### config.mk
export PLATFORM = sky130hd
export DESIGN_NAME = gbr_cell
export DESIGN_NICKNAME = d
export VERILOG_FILES = /design/src/gbr_pkg.sv /design/src/gbr_cell.sv
export SDC_FILE = /design/constraint.sdc
export NUM_CORES = 1
export LEC_CHECK = 0
export ABC_AREA = 1
export BUFFER_PORTS_ARGS = -buffer_cell sky130_fd_sc_hd__buf_4
export CELL_PAD_IN_SITES_DETAIL_PLACEMENT = 0
export CELL_PAD_IN_SITES_GLOBAL_PLACEMENT = 2
export CORE_MARGIN = 3
export CORE_UTILIZATION = 25
export CTS_BUF_LIST = sky130_fd_sc_hd__clkbuf_8
export DETAILED_ROUTE_END_ITERATION = 7
export PLACE_DENSITY_LB_ADDON = 0.08
export SETUP_SLACK_MARGIN = 0.2
export SKIP_LAST_GASP = 1
export SLEW_MARGIN = 25
export SYNTH_ARGS = -nofsm -noshare
export SYNTH_HDL_FRONTEND = slang
export SYNTH_SLANG_ARGS = --single-unit
### constraint.sdc
create_clock -name clk_i -period 1.6 [get_ports clk_i]
set_input_delay 0.16 -clock clk_i [delete_from_list [all_inputs] [get_ports clk_i]]
set_output_delay 0.16 -clock clk_i [all_outputs]
set_load 0.05 [all_outputs]
### src/gbr_pkg.sv
// shared types and constants for the grid maze reachability block
`timescale 1ns / 1ps

package gbr_pkg;

  localparam int IdxW      = 9;
  localparam int CfgIndexW = 8;
  localparam int CfgDataW  = 7;

  localparam logic [CfgIndexW-1:0] REG_GRID_ROWS = 8'd0;
  localparam logic [CfgIndexW-1:0] REG_GRID_COLS = 8'd1;
  localparam logic [CfgIndexW-1:0] REG_EXIT_ROW  = 8'd2;
  localparam logic [CfgIndexW-1:0] REG_EXIT_COL  = 8'd3;

  localparam logic MODE_LOAD = 1'b0;
  localparam logic MODE_RUN  = 1'b1;

  typedef enum logic {
    ST_IDLE,
    ST_SEARCH
  } state_e;

  typedef struct packed {
    logic       load;
    logic       start;
    logic       start_ok;
    logic       step;
    logic       wall;
    logic [5:0] row;
    logic [5:0] col;
    logic [5:0] exit_row;
    logic [5:0] exit_col;
  } cell_ctrl_t;

endpackage

### src/gbr_cell.sv
// one grid row: wall bits, visited bits and the flood step toward its neighbors
`timescale 1ns / 1ps

module gbr_cell #(
  parameter int Idx  = 0,
  parameter int Cols = 64
) (
  input  logic                clk_i,
  input  gbr_pkg::cell_ctrl_t ctrl_i,
  input  logic                row_en_i,
  input  logic [Cols-1:0]     col_en_i,
  input  logic [Cols-1:0]     up_vis_i,
  input  logic [Cols-1:0]     dn_vis_i,
  output logic [Cols-1:0]     vis_o,
  output logic                changed_o,
  output logic                hit_o
);

  logic [Cols-1:0] wall_q, wall_d;
  logic [Cols-1:0] vis_q, vis_d;
  logic [Cols-1:0] grow;
  logic [Cols-1:0] col_oh;
  logic [Cols-1:0] exit_oh;
  logic            row_sel;
  logic            exit_sel;

  assign row_sel  = ({3'b000, ctrl_i.row} == gbr_pkg::IdxW'(Idx));
  assign exit_sel = ({3'b000, ctrl_i.exit_row} == gbr_pkg::IdxW'(Idx));

  always_comb begin
    for (int c = 0; c < Cols; c++) begin
      col_oh[c]  = ({3'b000, ctrl_i.col} == gbr_pkg::IdxW'(c));
      exit_oh[c] = ({3'b000, ctrl_i.exit_col} == gbr_pkg::IdxW'(c));
      wall_d[c]  = (ctrl_i.load && row_sel && col_oh[c]) ? ctrl_i.wall : wall_q[c];
    end
  end

  assign grow = (vis_q << 1) | (vis_q >> 1) | up_vis_i | dn_vis_i;

  always_comb begin
    vis_d = vis_q;
    if (ctrl_i.start) begin
      vis_d = (row_sel && ctrl_i.start_ok) ? col_oh : '0;
    end else if (ctrl_i.step) begin
      vis_d = vis_q | (grow & ~wall_q & col_en_i & {Cols{row_en_i}});
    end
  end

  always_ff @(posedge clk_i) begin
    wall_q <= wall_d;
    vis_q  <= vis_d;
  end

  assign vis_o     = vis_q;
  assign changed_o = ctrl_i.step && (vis_d != vis_q);
  assign hit_o     = exit_sel && (|(vis_q & exit_oh));

endmodule

==> PnR_summary.wiki <==
{| class="wikitable"
! Metric !! Value
|-
| Die boundary height || between 150 and 200 µm
|-
| Via density per instance || a little under 5
|-
| WP data arrival || 2.28 ns
|-
| Detailed Routing Iterations Pass 1 || 5
|-
| Critical-path maximum fanout || 9
|-
| Place WS || -1.05 ns
|-
| Synthesized area || slightly below 9000 µm²
|-
| Part of the Yosys area used for sequential elements || 37.0%
|-
| Number of buffer and inverter instances along the worst setup path || 4
|-
| Slowest Stage Delay on Critical Path || around 0.21 ns
|-
| Count of vias placed by the detailed router || roughly 11k
|-
| Remaining Overflow, GRT || 0
|-
| Tightest Hold Check Type || in -> reg
|-
| CTS tree || done
|-
| Crit-path leading delay family || simple AND/OR/NAND/NOR gates
|-
| Placed cells || approximately 2.3k
|-
| Biggest area contributors in the synthesized netlist || sky130_fd_sc_hd__edfxtp_1 22%, sky130_fd_sc_hd__nand3_1 16%, sky130_fd_sc_hd__dfxtp_1 15%
|-
| Diodes inserted || 0
|-
| Max-cap violation count || 0
|-
| NetSw || approximately 3500 µW
|-
| Clock transition at path regs || 0.09 ns
|-
| Final Cell Area || between 10000 and 15000 µm²
|-
| Transition time at the pin with the least slew margin || slightly above 0.4 ns
|-
| Combinational fraction of design power || roughly 34%
|-
| Synth warnings || 0
|-
| Detail Route Antenna Nets || 0
|-
| Starting DRC count in detailed routing || a little over 800
|-
| Rel. slew slack || between 70% and 80%
|-
| Final period utilization || 153%
|-
| Run status || finished, violations left
|-
| I/O pin cnt || 289
|-
| Standard cell area after detailed placement || 14000 µm²
|-
| Switching fraction of total power || between 30 and 40%
|-
| Clock network latency to the later pin of the worst-skew pair || 0.46 ns
|-
| Kind of end point of the critical path || output port
|-
| Register bit count reported by yosys || approximately 130
|-
| Number of sinks handled by clock tree synthesis || approximately 130
|-
| Cell type with the highest occurrence count on the critical path || sky130_fd_sc_hd__nand2_1
|-
| Worst-path cell with the longest stage delay || sky130_fd_sc_hd__nor2_8
|-
| Post-DP HPWL || roughly 44 mm
|-
| Area of the die || 36900 µm²
|-
| Mean post-synth cell area || about 6.6 µm²
|-
| Maximum clock frequency || between 400 and 500 MHz
|-
| Total routed wirelength || 52.1 mm
|-
| Post-synth top area share || 22.2%
|-
| Starting density of the core || ~26%
|-
| Via count of the first global-routing pass || 11.0k
|-
| Total Nets Final || 2114
|-
| Internal Power || around 6400 µW
|-
| Start-to-end type of the worst setup path || in -> out
|-
| Setup repair after global routing missed its margin || true
|-
| Maximum clock skew at final layout || around 0.012 ns
|-
| Hold-fix buffer count after cts || 0
|-
| Violated checks || negative setup slack
|-
| Count of input and output buffers || between 200 and 300
|-
| CP cell instances || buf_4 > nor2_4 > nand3_4 > nor2_8 > buf_4 > buf_4 > nand2_1 > nand3_1 > nand2_1 > nor2_1 > nand2_1 > nor2_1 > nand2_1 > nor2_1 > nand2_1 > nor2_4 > nor2_4 > buf_8
|-
| Final setup fails || 2
|-
| Time the worst path needs with I/O delays and setup || 2.44 ns
|-
| Number of synthesized flops with an enable pin || 64
|-
| Total chip power || just under 10000 µW
|-
| Htree depth || 4
|-
| Layout cells sized above 1 || between 40% and 50%
|-
| Fraction of power consumed by the clock network || about 29%
|-
| Post-Synthesis Net Count || roughly 1.5k
|-
| CTS Buf Count || 17
|-
| Die Wd || about 190 µm
|-
| Distinct cells, synth || 26
|-
| Placer Congestion || 0.886
|-
| Area added between synthesis and finish || 70.2%
|-
| Startpoint Class || input port
|-
| Dominant synthesized flop cell || sky130_fd_sc_hd__edfxtp_1
|-
| Worst IR Drop VDD || 0.000350 V
|-
| Routed length per instance || 22.1 µm
|-
| Proportion of synthesized flip-flops having asynchronous set or reset || 0%
|-
| Wire length of the first global-routing pass || 72.9 mm
|-
| Core area || between 30000 and 40000 µm²
|-
| Overall track demand over capacity in global routing || between 20% and 30%
|-
| List of most frequent post-synthesis cells || 273 x sky130_fd_sc_hd__nand2_1, 270 x sky130_fd_sc_hd__nand3_1, 194 x sky130_fd_sc_hd__nor2_1, 155 x sky130_fd_sc_hd__inv_1, 87 x sky130_fd_sc_hd__nor3_1
|-
| P per Cell Area || about 670 nW/µm²
|-
| Most frequently used cell type in the post-synthesis netlist || sky130_fd_sc_hd__nand2_1
|-
| Post-synthesis cell type with the largest combined area || sky130_fd_sc_hd__edfxtp_1
|-
| Clock tree root driver cell || sky130_fd_sc_hd__clkbuf_8
|-
| Hold violation total from the final report || 0
|-
| Worst Path Required || 1.44 ns
|-
| Sequential group share of total power || 36.7%
|-
| Final Instance Count excl. Fillers || between 2k and 2.5k
|-
| Leakage power || 0.00684 µW
|-
| Antenna violations before repair || 0
|-
| Gate count after technology mapping || around 1.3k
|-
| Longest Clk Path Bufs || 2
|-
| Slew Viols, Final || 0
|-
| Number of rows in the core area || 67
|-
| Pin count of the biggest net entering global routing || between 60 and 70
|-
| Count of unresolved DRC violations after routing || 0
|-
| Worst Slack Setup Final || -0.843 ns
|}
[metrics by stage]
| step | setup TNS (ns) | hold WS (ns) | utilization (%) |
|---|---|---|---|
| after global placement | -2.05 | 0.547 | 41.3 |
| after floorplan | -0.0849 | 0.259 | - |
| after global routing | -1.72 | 0.0892 | 43.5 |
| after CTS | -1.62 | 0.0588 | 43.0 |
| after detailed placement | -2.17 | 0.553 | 41.3 |
| final | -1.48 | 0.0834 | 43.5 |
[cell usage in the layout (no fill, tap or decap), drive strengths merged]
cell and count:
clkinvlp 4, nor3b 6, o211ai 1, o31ai 21, nand2 273, xor2 3, and2 60, nor2 199
a311oi 8, bufinv 2, edfxtp 64, clkbuf 17, nor3 87, o21ai 3, buf 601, nor4 2
inv 160, clkinv 6, nand4 52, dfxtp 64, nand3 271
[layout make-up]
cell class	instances	area [µm²]
clock buffer	17	234
tap	448	561
clock inverter	15	145
timing repair buffer	601	4810
sequential	128	3370
fill	3592	19100
multi-input combinational	986	5000
inverter	157	624
[cell families after synthesis]
kind of cell / synth area share [%]
buffers and inverters: 9.59
AND/OR/NAND/NOR: 50.2
flip-flops: 37.0
XOR/XNOR: 0.303
AO/OA/AOI/OAI: 2.89
[path summary, 6_finish.rpt]
kind	start	depth (start not counted)	slack [ns]	endpoint
worst min-delay path	col_en_i[53]	4	0.08	vis_o[53]$_DFF_P_
worst min register to register	vis_o[21]$_DFF_P_	3	0.63	vis_o[21]$_DFF_P_
worst max register to register	wall_q[14]$_DFFE_PP_	4	0.44	vis_o[14]$_DFF_P_
worst max-delay path	ctrl_i[21]	18	-0.84	changed_o
[worst min-delay path: cells and delay by family]
| family | cells | cell delay, ns |
|---|---|---|
| and+or+nand+nor | 3 | 0.29 |
| buffers and inverters | 1 | 0.08 |
[state kept, by name, indices dropped and copies added (netlist names)]
name    cells
vis_o      64
wall_q     64
[per-layer routing]
layer / share of wire (%) / up-vias / routed length [µm] / global-route usage, %
li1: - / 5566 / - / -
met1: 46 / 5377 / 24200 / 40.4
met2: 44 / 451 / 23000 / 43.0
met3: 7.0 / 58 / 3640 / 3.60
met4: 2.4 / 0 / 1250 / 6.89
met5: 0 / - / 0 / 0
[timing repair]
item / in CTS / in global routing
setup endpoints to repair: 3 / 3
gates resized for setup: 48 / 48
pin swaps: 19 / 20
setup buffers: 3 / 0
[power groups by stage]
stage	registers (µW)	logic [µW]	clock network, µW
final	3640	3400	2870
after global routing	3650	3610	3060
after CTS	3630	3340	2930
after detailed placement	3700	3290	0
after global placement	3700	3290	0
after floorplan	4160	893	0
Note: power is estimated with default switching activity, not from simulation.
